### src/rtl/core/spq_pkg.sv
package spq_pkg;

    localparam int CAPACITY = 16;
    localparam int PRIO_W   = 8;
    localparam int CODE_W   = 16;
    localparam int STATUS_W = 2;
    localparam int COUNT_W  = $clog2(CAPACITY + 1);
    localparam int OP_W     = 2;

    localparam logic REQ_INSERT = 1'b0;
    localparam logic REQ_REMOVE = 1'b1;

    localparam logic [STATUS_W-1:0] ST_DONE  = 2'd0;
    localparam logic [STATUS_W-1:0] ST_EMPTY = 2'd1;
    localparam logic [STATUS_W-1:0] ST_FULL  = 2'd2;

    localparam logic [OP_W-1:0] OP_INSERT = 2'd0;
    localparam logic [OP_W-1:0] OP_REMOVE = 2'd1;
    localparam logic [OP_W-1:0] OP_EMPTY  = 2'd2;
    localparam logic [OP_W-1:0] OP_FULL   = 2'd3;

    typedef struct packed {
        logic              req_type;
        logic [PRIO_W-1:0] new_priority;
        logic [CODE_W-1:0] new_code;
    } t_in_word;

    typedef struct packed {
        logic [STATUS_W-1:0] status;
        logic [PRIO_W-1:0]   out_priority;
        logic [CODE_W-1:0]   out_code;
        logic [COUNT_W-1:0]  entry_count;
    } t_out_word;

    typedef struct packed {
        logic            load;
        logic            exec;
        logic [OP_W-1:0] op;
    } t_cmd;

    typedef struct packed {
        logic req_remove;
        logic empty;
        logic full;
    } t_stat;

endpackage

### src/rtl/core/spq_ctrl.sv
module spq_ctrl
    import spq_pkg::*;
(
    input  logic  i_clk,
    input  logic  i_rst_n,
    input  logic  start,
    input  t_stat i_stat,
    output t_cmd  o_cmd,
    output logic  busy,
    output logic  o_done
);

    localparam logic S_IDLE = 1'b0;
    localparam logic S_EXEC = 1'b1;

    logic r_state, n_state;
    logic r_done, n_done;

    always_comb begin
        n_state    = r_state;
        n_done     = 1'b0;
        o_cmd.load = 1'b0;
        o_cmd.exec = 1'b0;
        o_cmd.op   = OP_INSERT;
        case (r_state)
            S_IDLE: begin
                if (start) begin
                    o_cmd.load = 1'b1;
                    n_state    = S_EXEC;
                end
            end
            S_EXEC: begin
                o_cmd.exec = 1'b1;
                n_done     = 1'b1;
                n_state    = S_IDLE;
                if (i_stat.req_remove) begin
                    o_cmd.op = i_stat.empty ? OP_EMPTY : OP_REMOVE;
                end else begin
                    o_cmd.op = i_stat.full ? OP_FULL : OP_INSERT;
                end
            end
            default: begin
                n_state = S_IDLE;
            end
        endcase
    end

    always_ff @(posedge i_clk) begin
        if (!i_rst_n) begin
            r_state <= S_IDLE;
            r_done  <= 1'b0;
        end else begin
            r_state <= n_state;
            r_done  <= n_done;
        end
    end

    assign busy   = (r_state != S_IDLE);
    assign o_done = r_done;

endmodule

### src/rtl/core/spq_datapath.sv
module spq_datapath
    import spq_pkg::*;
(
    input  logic      i_clk,
    input  logic      i_rst_n,
    input  t_cmd      i_cmd,
    input  t_in_word  i_req,
    output t_stat     o_stat,
    output t_out_word o_result
);

    localparam int CW = $clog2(CAPACITY + 1);

    t_in_word          r_req;
    t_out_word         r_out, n_out;
    logic [CW-1:0]     r_count, n_count;
    logic [PRIO_W-1:0] r_slot_p [CAPACITY];
    logic [CODE_W-1:0] r_slot_c [CAPACITY];
    logic [PRIO_W-1:0] ins_p    [CAPACITY];
    logic [CODE_W-1:0] ins_c    [CAPACITY];
    logic [PRIO_W-1:0] rem_p    [CAPACITY];
    logic [CODE_W-1:0] rem_c    [CAPACITY];
    logic [CAPACITY-1:0] lt;
    logic [CAPACITY-1:0] prev_lt;
    logic [CAPACITY-1:0] place;

    genvar g;
    generate
        for (g = 0; g < CAPACITY; g++) begin : g_slot
            assign lt[g] = (CW'(g) < r_count) && (r_slot_p[g] <= r_req.new_priority);
            if (g == 0) begin : g_front
                assign prev_lt[g] = 1'b1;
                assign ins_p[g]   = lt[g] ? r_slot_p[g] : r_req.new_priority;
                assign ins_c[g]   = lt[g] ? r_slot_c[g] : r_req.new_code;
            end else begin : g_rest
                assign prev_lt[g] = lt[g-1];
                assign ins_p[g]   = lt[g] ? r_slot_p[g] :
                                    (place[g] ? r_req.new_priority : r_slot_p[g-1]);
                assign ins_c[g]   = lt[g] ? r_slot_c[g] :
                                    (place[g] ? r_req.new_code : r_slot_c[g-1]);
            end
            if (g == CAPACITY - 1) begin : g_back
                assign rem_p[g] = r_slot_p[g];
                assign rem_c[g] = r_slot_c[g];
            end else begin : g_mid
                assign rem_p[g] = r_slot_p[g+1];
                assign rem_c[g] = r_slot_c[g+1];
            end
        end
    endgenerate

    assign place = ~lt & prev_lt;

    assign o_stat.req_remove = (r_req.req_type == REQ_REMOVE);
    assign o_stat.empty      = (r_count == '0);
    assign o_stat.full       = (r_count == CW'(CAPACITY));

    always_comb begin
        n_count            = r_count;
        n_out              = r_out;
        if (i_cmd.exec) begin
            n_out.status       = ST_DONE;
            n_out.out_priority = '0;
            n_out.out_code     = '0;
            case (i_cmd.op)
                OP_INSERT: n_count = r_count + CW'(1);
                OP_REMOVE: begin
                    n_count            = r_count - CW'(1);
                    n_out.out_priority = r_slot_p[0];
                    n_out.out_code     = r_slot_c[0];
                end
                OP_EMPTY:  n_out.status = ST_EMPTY;
                OP_FULL:   n_out.status = ST_FULL;
                default:   n_out.status = ST_DONE;
            endcase
            n_out.entry_count = COUNT_W'(n_count);
        end
    end

    always_ff @(posedge i_clk) begin
        if (!i_rst_n) begin
            r_count <= '0;
        end else begin
            r_count <= n_count;
        end
    end

    always_ff @(posedge i_clk) begin
        if (i_cmd.load) begin
            r_req <= i_req;
        end
        r_out <= n_out;
        for (int i = 0; i < CAPACITY; i++) begin
            if (i_cmd.exec && i_cmd.op == OP_INSERT) begin
                r_slot_p[i] <= ins_p[i];
                r_slot_c[i] <= ins_c[i];
            end else if (i_cmd.exec && i_cmd.op == OP_REMOVE) begin
                r_slot_p[i] <= rem_p[i];
                r_slot_c[i] <= rem_c[i];
            end
        end
    end

    assign o_result = r_out;

endmodule

### src/rtl/core/sorted_priority_queue.sv
// Sorted priority queue of CAPACITY (priority, code) entries; the smallest priority
// leaves first and equal priorities leave in arrival order. A request is taken when
// start is high and busy is low, and occupies the block for two cycles: one to
// capture the word, one in which every slot compares against the new priority and
// shifts in parallel. The result word appears on o_result with o_done high for
// exactly one cycle, the cycle after the shift; it is not held, so the receiver must
// take it then and cannot stall the block. A new request may be taken in that same
// cycle, giving one request every two cycles. Reset empties the queue at once; slot
// contents are not cleared.
module sorted_priority_queue
    import spq_pkg::*;
(
    input  logic      i_clk,
    input  logic      i_rst_n,
    input  logic      start,
    input  t_in_word  i_req,
    output logic      busy,
    output logic      o_done,
    output t_out_word o_result
);

    t_cmd  cmd;
    t_stat stat;

    spq_ctrl u_ctrl (
        .i_clk   (i_clk),
        .i_rst_n (i_rst_n),
        .start   (start),
        .i_stat  (stat),
        .o_cmd   (cmd),
        .busy    (busy),
        .o_done  (o_done)
    );

    spq_datapath u_datapath (
        .i_clk    (i_clk),
        .i_rst_n  (i_rst_n),
        .i_cmd    (cmd),
        .i_req    (i_req),
        .o_stat   (stat),
        .o_result (o_result)
    );

endmodule

### config.mk
export PLATFORM = sky130hd
export DESIGN_NAME = sorted_priority_queue
export DESIGN_NICKNAME = d
export VERILOG_FILES = /design/src/rtl/core/spq_pkg.sv /design/src/rtl/core/spq_ctrl.sv /design/src/rtl/core/spq_datapath.sv /design/src/rtl/core/sorted_priority_queue.sv
export SDC_FILE = /design/constraint.sdc
export NUM_CORES = 1
export LEC_CHECK = 0
export BUFFER_PORTS_ARGS = -buffer_cell sky130_fd_sc_hd__buf_2
export CORE_ASPECT_RATIO = 2
export CORE_MARGIN = 2
export CORE_UTILIZATION = 55
export CTS_CLUSTER_DIAMETER = 100
export CTS_CLUSTER_SIZE = 8
export DETAILED_ROUTE_END_ITERATION = 12
export PLACE_DENSITY = 0.71
export SYNTH_ARGS = -nofsm -noshare
export SYNTH_HDL_FRONTEND = slang
export SYNTH_SLANG_ARGS = --single-unit
### constraint.sdc
create_clock -name i_clk -period 4.9 [get_ports i_clk]
set_input_delay 0.735 -clock i_clk [delete_from_list [all_inputs] [get_ports i_clk]]
set_output_delay 0.735 -clock i_clk [all_outputs]
set_load 0.01 [all_outputs]
=== Word-level counts from Yosys, hierarchy flattened ===
Memory sizes are Yosys's and may differ from the RTL's.
Index checks and enable logic that the tools add are counted.

* Bits in registers: 63
* Memory bits (writable): 384
* Output and inout port bits: 33
* Word-level logic and storage cells: 214
* Memories kept: 2

{| class="wikitable"
|+ Memory list
! memory !! words !! width !! rd ports !! clocked after memory_dff !! write ports !! line !! RTL
|-
| u_datapath.r_slot_c || 16 || 16 || 16 || 0 || 16 || spq_datapath.sv:18 || <nowiki>logic [CODE_W-1:0] r_slot_c [CAPACITY];</nowiki>
|-
| u_datapath.r_slot_p || 16 || 8 || 16 || 0 || 16 || spq_datapath.sv:17 || <nowiki>logic [PRIO_W-1:0] r_slot_p [CAPACITY];</nowiki>
|}

* Add/subtract/negate cells: 2
* $lt $le $gt $ge: 32
* Eq/ne operators: 4
* Muxes and demuxes: 109
* Bitwise operators: 35
* Reductions and logical operators: 20

{| class="wikitable"
|+ Operator list
! cell !! number
|-
| $mux W16 || 47
|-
| $mux W8 || 47
|-
| $le A8 B8 Y1 || 16
|-
| $lt A4 B5 Y1 const A || 8
|-
| $or A1 B1 Y1 || 32
|-
| $lt A3 B5 Y1 const A || 4
|-
| $logic_and A1 B1 Y1 || 18
|-
| $and A16 B16 Y16 || 1
|-
| $not A16 Y16 || 1
|-
| $lt A1 B5 Y1 const A || 2
|-
| $lt A2 B5 Y1 const A || 2
|-
| $pmux W5 S2 || 1
|-
| $mux W1 || 8
|-
| $mux W2 || 3
|-
| $add A5 B1 Y5 const B || 1
|-
| $eq A5 B5 Y1 const B || 1
|-
| $logic_not A5 Y1 || 1
|-
| $sub A5 B1 Y5 const B || 1
|-
| $eq A2 B2 Y1 const B || 2
|-
| $pmux W2 S2 || 1
|-
| $mux W3 || 1
|-
| $eq A2 B1 Y1 const B || 1
|-
| $logic_not A2 Y1 || 1
|-
| $pmux W1 S2 || 1
|-
| $not A1 Y1 || 1
|}

=== Longest topological paths before layout ===
Gate-level depths: netlist (run 1).

* Depth after elaboration: 10
* Mapped depth: 10
* Depth with buffers taken out: 8

=== Hierarchy ===
From an unflattened synthesis (run 1), not the netlist that was laid out.

* Cell total of the unflattened synthesis: 2179
* Area, all modules: 24698.7 µm²

{| class="wikitable"
|+ By module, submodules not included
! module !! instances !! cells an instance !! area each (µm²) !! sequential area each (µm²)
|-
| spq_datapath || 1 || 2168 || 24596.1 || 13312.8
|-
| spq_ctrl || 1 || 11 || 102.6 || 40.0
|}

=== Worst setup path after synthesis (run 1) ===
OpenSTA, ideal clock, no wires.

* Kind: register -> register
* Start: reg, netlist name u_datapath.r_req[19]
* End: mem u_datapath.r_slot_c[5][0], in the netlist u_datapath.r_slot_c[1][16] (enable)
* Library setup time: 0.438 ns
* Arrival: 3.842 ns
* Required time: 4.462 ns
* Path slack: 0.620 ns
* Cell stages (with the launch flop): 9
* Path buffers: 2
* Clock period less this slack: 4.280 ns
* Cells stage by stage: edfxtp_1 > inv_1 > ha_1 > and4_1 > a211o_1 > and3_1 > clkbuf_1 > clkbuf_1 > o21ai_0

{| class="wikitable"
|+ RTL lines
! item !! line
|-
| end, declared || spq_datapath.sv:18
|}

==> results.cfg, run 1 <==
[synthesis]
synth.distinct_cells = 63
synth_edf_count = 440
synth.most_common_cell = edfxtp_1
yosysSeqAreaShare = 0.520
postSynthCellCount = 2380
yosysTopAreaCell = edfxtp_1
yosysTopAreaCellShare = 0.515
synth_area_per_cell_sq_um = 10.8
yosys-top-cells-area = edfxtp_1, a221o_1, ha_1, a21oi_1, nand2_1
synth_commonest_cells = edfxtp_1, a21oi_1, nand2_1, a221o_1, ha_1
async_flop_share = 0
ys_ff_latch = 447
yosysWarnings = 0
synthFlopType = edfxtp_1
synthesis.area_sq_mm = 0.0257
synth_nets = 2539

[clock_network]
post_cts_buffers = 0
cts_resized = 0
clk_pin_slew_worst_paths_ps = 60
clock-root-buffer = clkbuf_16
cts_made_buffers = 61
clkLatencyLatePin_ps = 650
cts_sinks = 447
cts_tree = done
cts_max_path_buffers = 3
post_cts_hold_buffer_count = 0
cts_max_level = 2

[worst_setup_path]
crit_path_start_kind = register
required_ps = 5260
critical_path_class = register to register
cp-end-kind = register
cp_max_fo = 26
r2r_cells = 8
cp.arrival_ps = 4330

[timing]
hold_viol_final = 0
setup_slack_ps = 931
clock_skew_ps = 27.7
fmax_ghz = 0.252
timing.setup.tns_ps = 0
period_minus_slack_ps = 3970
rsz0062_at_grt = false
worst_pin_slew_ps = 1280
post-route-period-util = 0.810
drv_slew = 0
slew_headroom = 0.145
setup_viol = 0

[min_path]
holdPathStages = 1
hold_path.class = input port to register

[job]
cap_violations = 0

[global_route]
grt_usage = 0.346
grt_pass1_vias = 20587
grt_max_degree = 94
grt_first_pass_wirelength_mm = 127
overflow = 0
antenna_found_initial = 0

[power_and_ir_drop]
power_w = 0.0107
switching_share = 0.289
intPower_w = 0.00762
switching_power_w = 0.00310
clockPowerShare = 0.365
p_leak_nw = 10.8
ir_worst_vdd_uv = 360
power_density_mw_per_mm2 = 379
pwr-share-seq = 0.458
power_frac_comb = 0.177

[layout]
nFillCells = 3741
fin_nets = 2519
drive_gt1_frac = 0.127
diodes = 0
syn_to_final_growth_pct = 10.2

[floorplanning]
fp.dieW_um = 157
fp-row-count = 112
coreArea_sq_mm = 0.0464
initial_core_util = 0.553
die_h_um = 310
die_area_sq_mm = 0.0485
io_pins = 61

[run_status]
status = finished, final reports clean

[placement]
gp_congestion = 0.987
dp_hpwl_mm = 55.1
dp_slack_ps = 1050
io_buffer_count = 60

[detailed_routing]
wirelength_mm = 84.1
drtPass1Iterations = 5
vias = 21461
ant_nets = 0
drt-initial-drc-count = 3180
viasPerCell = 7.13
wl_per_cell_um = 28.0
drc_errors = 0
==> worst max-delay path, stage by stage (launching register included) <==
cell,delay [ps]
edfxtp_1,450
inv_1,750
ha_1,390
nor2b_1,140
o211ai_1,180
a211o_1,200
o211ai_2,430
and2_1,670
a221o_1,480
==> power by group through the flow <==
stage	logic (W)	clock network (W)	registers, W
after global routing	0.00206	0.00406	0.00493
after detailed placement	0.00185	0	0.00497
after floorplan	0.00131	0	0.00487
after global placement	0.00179	0	0.00496
final	0.00189	0.00391	0.00492
after CTS	0.00185	0.00393	0.00489
==> path summary, 6_finish.rpt <==
kind | from | end | slack [ps]
worst max register to register | u_datapath.r_req[17] | u_datapath.r_slot_c[1][7] | 930
worst max-delay path | u_datapath.r_req[17] | u_datapath.r_slot_c[1][7] | 930
worst min register to register | u_datapath.r_slot_c[0][14] | u_datapath.o_result[19] | 530
worst min-delay path | i_req[3] | u_datapath.r_req[3] | 280
==> stage by stage <==
step | hold WS [ps] | utilization | area (sq um) | cells
final | 280 | 0.610 | 28300 | 3008
after floorplan | 520 | - | 25700 | 2380
after global placement | 529 | 0.574 | 26600 | 2924
after CTS | 257 | 0.610 | 28300 | 3008
after detailed placement | 533 | 0.574 | 26600 | 2924
after global routing | 272 | 0.610 | 28300 | 3008
==> cells in the final DEF, fill, tap and decap left out, types with 60 or more instances in the layout <==
| cell | Yosys | routed |
|---|---|---|
| o21ai_0 | 79 | 64 |
| clkbuf_16 | 0 | 62 |
| buf_2 | 86 | 60 |
| nor2_1 | 128 | 124 |
| ha_1 | 131 | 131 |
| and2_1 | 71 | 71 |
| a221o_1 | 239 | 239 |
| nand3_1 | 89 | 89 |
| nand2_1 | 259 | 259 |
| buf_4 | 8 | 72 |
| edfxtp_1 | 440 | 440 |
| a21oi_1 | 308 | 308 |
==> metal layers <==
metal / up-vias / wire [um] / GRT usage
li1: 9246 / - / -
met4: 0 / 4040 / 0.158
met1: 10342 / 31600 / 0.472
met2: 1607 / 38600 / 0.539
met5: - / 0 / 0
met3: 266 / 9890 / 0.0599
==> final cells by class <==
cell class	instances	area, sq um	area share
clock buffers	82	1630	0.0575
clock inverters	2	60.1	0.00212
inverters	54	203	0.00716
multi-input cells	1656	11300	0.398
flip-flops and latches	447	13400	0.472
well taps	627	785	0.0277
repair buffers	140	1000	0.0354
==> cell families after synthesis <==
family                   share of synthesized area
AO/OA/AOI/OAI                                0.241
AND/OR/NAND/NOR                              0.116
flip-flops                                   0.520
buffers and inverters                       0.0464
adder cells (fa/ha/maj)                     0.0638
multiplexers                                0.0109
XOR/XNOR                                   0.00171
==> registers in the layout, indices dropped and copies added, names as in the netlist <==
| signal | count |
|---|---|
| u_datapath.r_req | 24 |
| u_datapath.o_stat | 1 |
| u_ctrl.o_done | 1 |
| u_datapath.r_slot_c | 256 |
| u_datapath.r_count | 5 |
| u_datapath.r_slot_p | 128 |
| u_ctrl.busy | 1 |
| u_datapath.o_result | 31 |
No activity file was read; power rests on OpenSTA's default activity.
==> run 2: changes to the inputs <==
==> constraint.sdc (replaced) <==
create_clock -name i_clk -period 4.05 [get_ports i_clk]
set_input_delay 0.6075 -clock i_clk [delete_from_list [all_inputs] [get_ports i_clk]]
set_output_delay 0.6075 -clock i_clk [all_outputs]
set_load 0.01 [all_outputs]
==> run 2 against run 1 <==
  * Routed wire length is 3.0% lower
  * Via count is 0.79% lower
  * Critical path type unchanged
  * Sequential cell count stayed put
  * Critical path depth stayed put
  * Clock-buffer cell count is 1 higher
  * First-iteration DRC count is 18% lower
  * Cell count is 1.3% higher
  * Largest power group unchanged
==> results.cfg, run 2 (synthesized netlist as in run 1, its figures left out) <==
[timing]
drv_slew = 0
slew_headroom = 0.185
hold_viol_final = 0
worst_pin_slew_ps = 1220
setup_viol = 0
rsz0062_at_grt = false
setup_slack_ps = 640
clock_skew_ps = 23.7
period_minus_slack_ps = 3410
fmax_ghz = 0.293
timing.setup.tns_ps = 0
post-route-period-util = 0.842

[detailed_routing]
wl_met2_mm = 37.3
top_layer = met5
wl_met3_mm = 9.02
drtPass1Iterations = 6
m1WireLength_mm = 31.2
drt-initial-drc-count = 2602
vias = 21291
wirelength_mm = 81.6
viasPerCell = 6.99
wl_per_cell_um = 26.8
drc_errors = 0
ant_nets = 0

[worst_setup_path]
max_stage_delay_ps = 1020
required_ps = 4270
path_cells = inv_1 -> buf_12 -> ha_1 -> nor2b_1 -> o211ai_1 -> a21oi_1 -> o32ai_4 -> o21ai_2
cp-end-kind = register
critPathBufInv = 2
reg2reg_from = u_datapath.r_req[17]
crit_path_start_kind = register
reg2reg_to = u_datapath.r_slot_c[0][53]
r2r_cells = 8
rrSetupSlack_ps = 640
crit_slowest_cell = o21ai_2
worstSetupStartpoint = u_datapath.r_req[17]
critical_path_class = register to register
cp.arrival_ps = 3630
cp_max_fo = 24
worst-path-stages = 8
crit_family = compound AO/OA/AOI/OAI gates

[job]
cap_violations = 0

[global_route]
grt_usage = 0.336
antenna_found_initial = 1
grt_first_pass_wirelength_mm = 124
grt_pass1_vias = 20647
overflow = 0
grt_max_degree = 84

[clock_network]
cts_tree = done
cts_made_buffers = 61
post_cts_buffers = 0
cts_sinks = 447
cts_max_path_buffers = 3
clock-root-buffer = clkbuf_16
cts_max_level = 2
clk_pin_slew_worst_paths_ps = 50
clkLatencyLatePin_ps = 630
post_cts_hold_buffer_count = 0
cts_resized = 0

[power_and_ir_drop]
pwr-share-seq = 0.459
power_density_mw_per_mm2 = 453
intPower_w = 0.00927
switching_power_w = 0.00371
p_leak_nw = 11.0
power_frac_comb = 0.176
power_w = 0.0130
switching_share = 0.286
clockPowerShare = 0.365
ir_worst_vdd_uv = 379

[layout]
multi_input_area_sq_mm = 0.0113
diodes = 0
drive_gt1_frac = 0.141
nFillCells = 3737
largest_reg_flops = 256
seq_area_sq_mm = 0.0134
largest_register = u_datapath.r_slot_c
final_common_cell = edfxtp_1
syn_to_final_growth_pct = 11.6
fin_nets = 2558
final_cell_mix = edfxtp_1, a21oi_1, nand2_1, a221o_1, ha_1

[min_path]
worstHoldStart = i_req[2]
hold_path.class = input port to register
holdPathEnd = u_datapath.r_req[2]
holdPathStages = 1

[run_status]
status = finished, final reports clean

[placement]
io_buffer_count = 60
dp_slack_ps = 686
dp_hpwl_mm = 55.5
gp_congestion = 0.929

[floorplanning]
die_area_sq_mm = 0.0485
fp.dieW_um = 157
die_h_um = 310
initial_core_util = 0.553
coreArea_sq_mm = 0.0464
io_pins = 61
fp-row-count = 112
==> run 2: cell type report <==
type / instances / share of cell area
Multi-Input combinational cell: 1656 / 0.393
Inverter: 54 / 0.00707
Timing Repair Buffer: 179 / 0.0473
Tap cell: 627 / 0.0274
Sequential cell: 447 / 0.466
Clock buffer: 83 / 0.0569
Clock inverter: 2 / 0.00210
==> run 2: worst max-delay path by stage <==
stage / endpoint / slack (ps)
finish: u_datapath.r_slot_c[0][53] / 640
global route: u_datapath.r_slot_c[0][53] / 490
CTS: u_datapath.r_slot_c[3][15] / 700
detailed placement: u_datapath.r_slot_c[3][15] / 690
global placement: u_datapath.r_slot_c[3][15] / 760
floorplan: u_datapath.r_slot_c[3][0] / 6
==> run 2: routing by layer <==
layer  vias up  track usage
met1     10243        0.455
met2      1467        0.526
li1       9343            -
met4         2        0.155
met5         -            0
met3       236       0.0629
==> run 2: stage by stage <==
step	utilization	std cells	hold slack (ps)	instance area [sq um]
global placement	0.581	2963	526	27000
detailed placement	0.581	2963	534	27000
floorplan	-	2380	520	25700
global route	0.618	3048	143	28700
CTS	0.618	3048	131	28700
finish	0.618	3048	159	28700
==> run 2: power by group through the flow <==
stage	Combinational, W	Clock (W)	Sequential [W]
after floorplan	0.00159	0	0.00589
after global placement	0.00217	0	0.00602
after detailed placement	0.00224	0	0.00602
after CTS	0.00225	0.00476	0.00594
after global routing	0.00250	0.00494	0.00597
final	0.00228	0.00473	0.00596
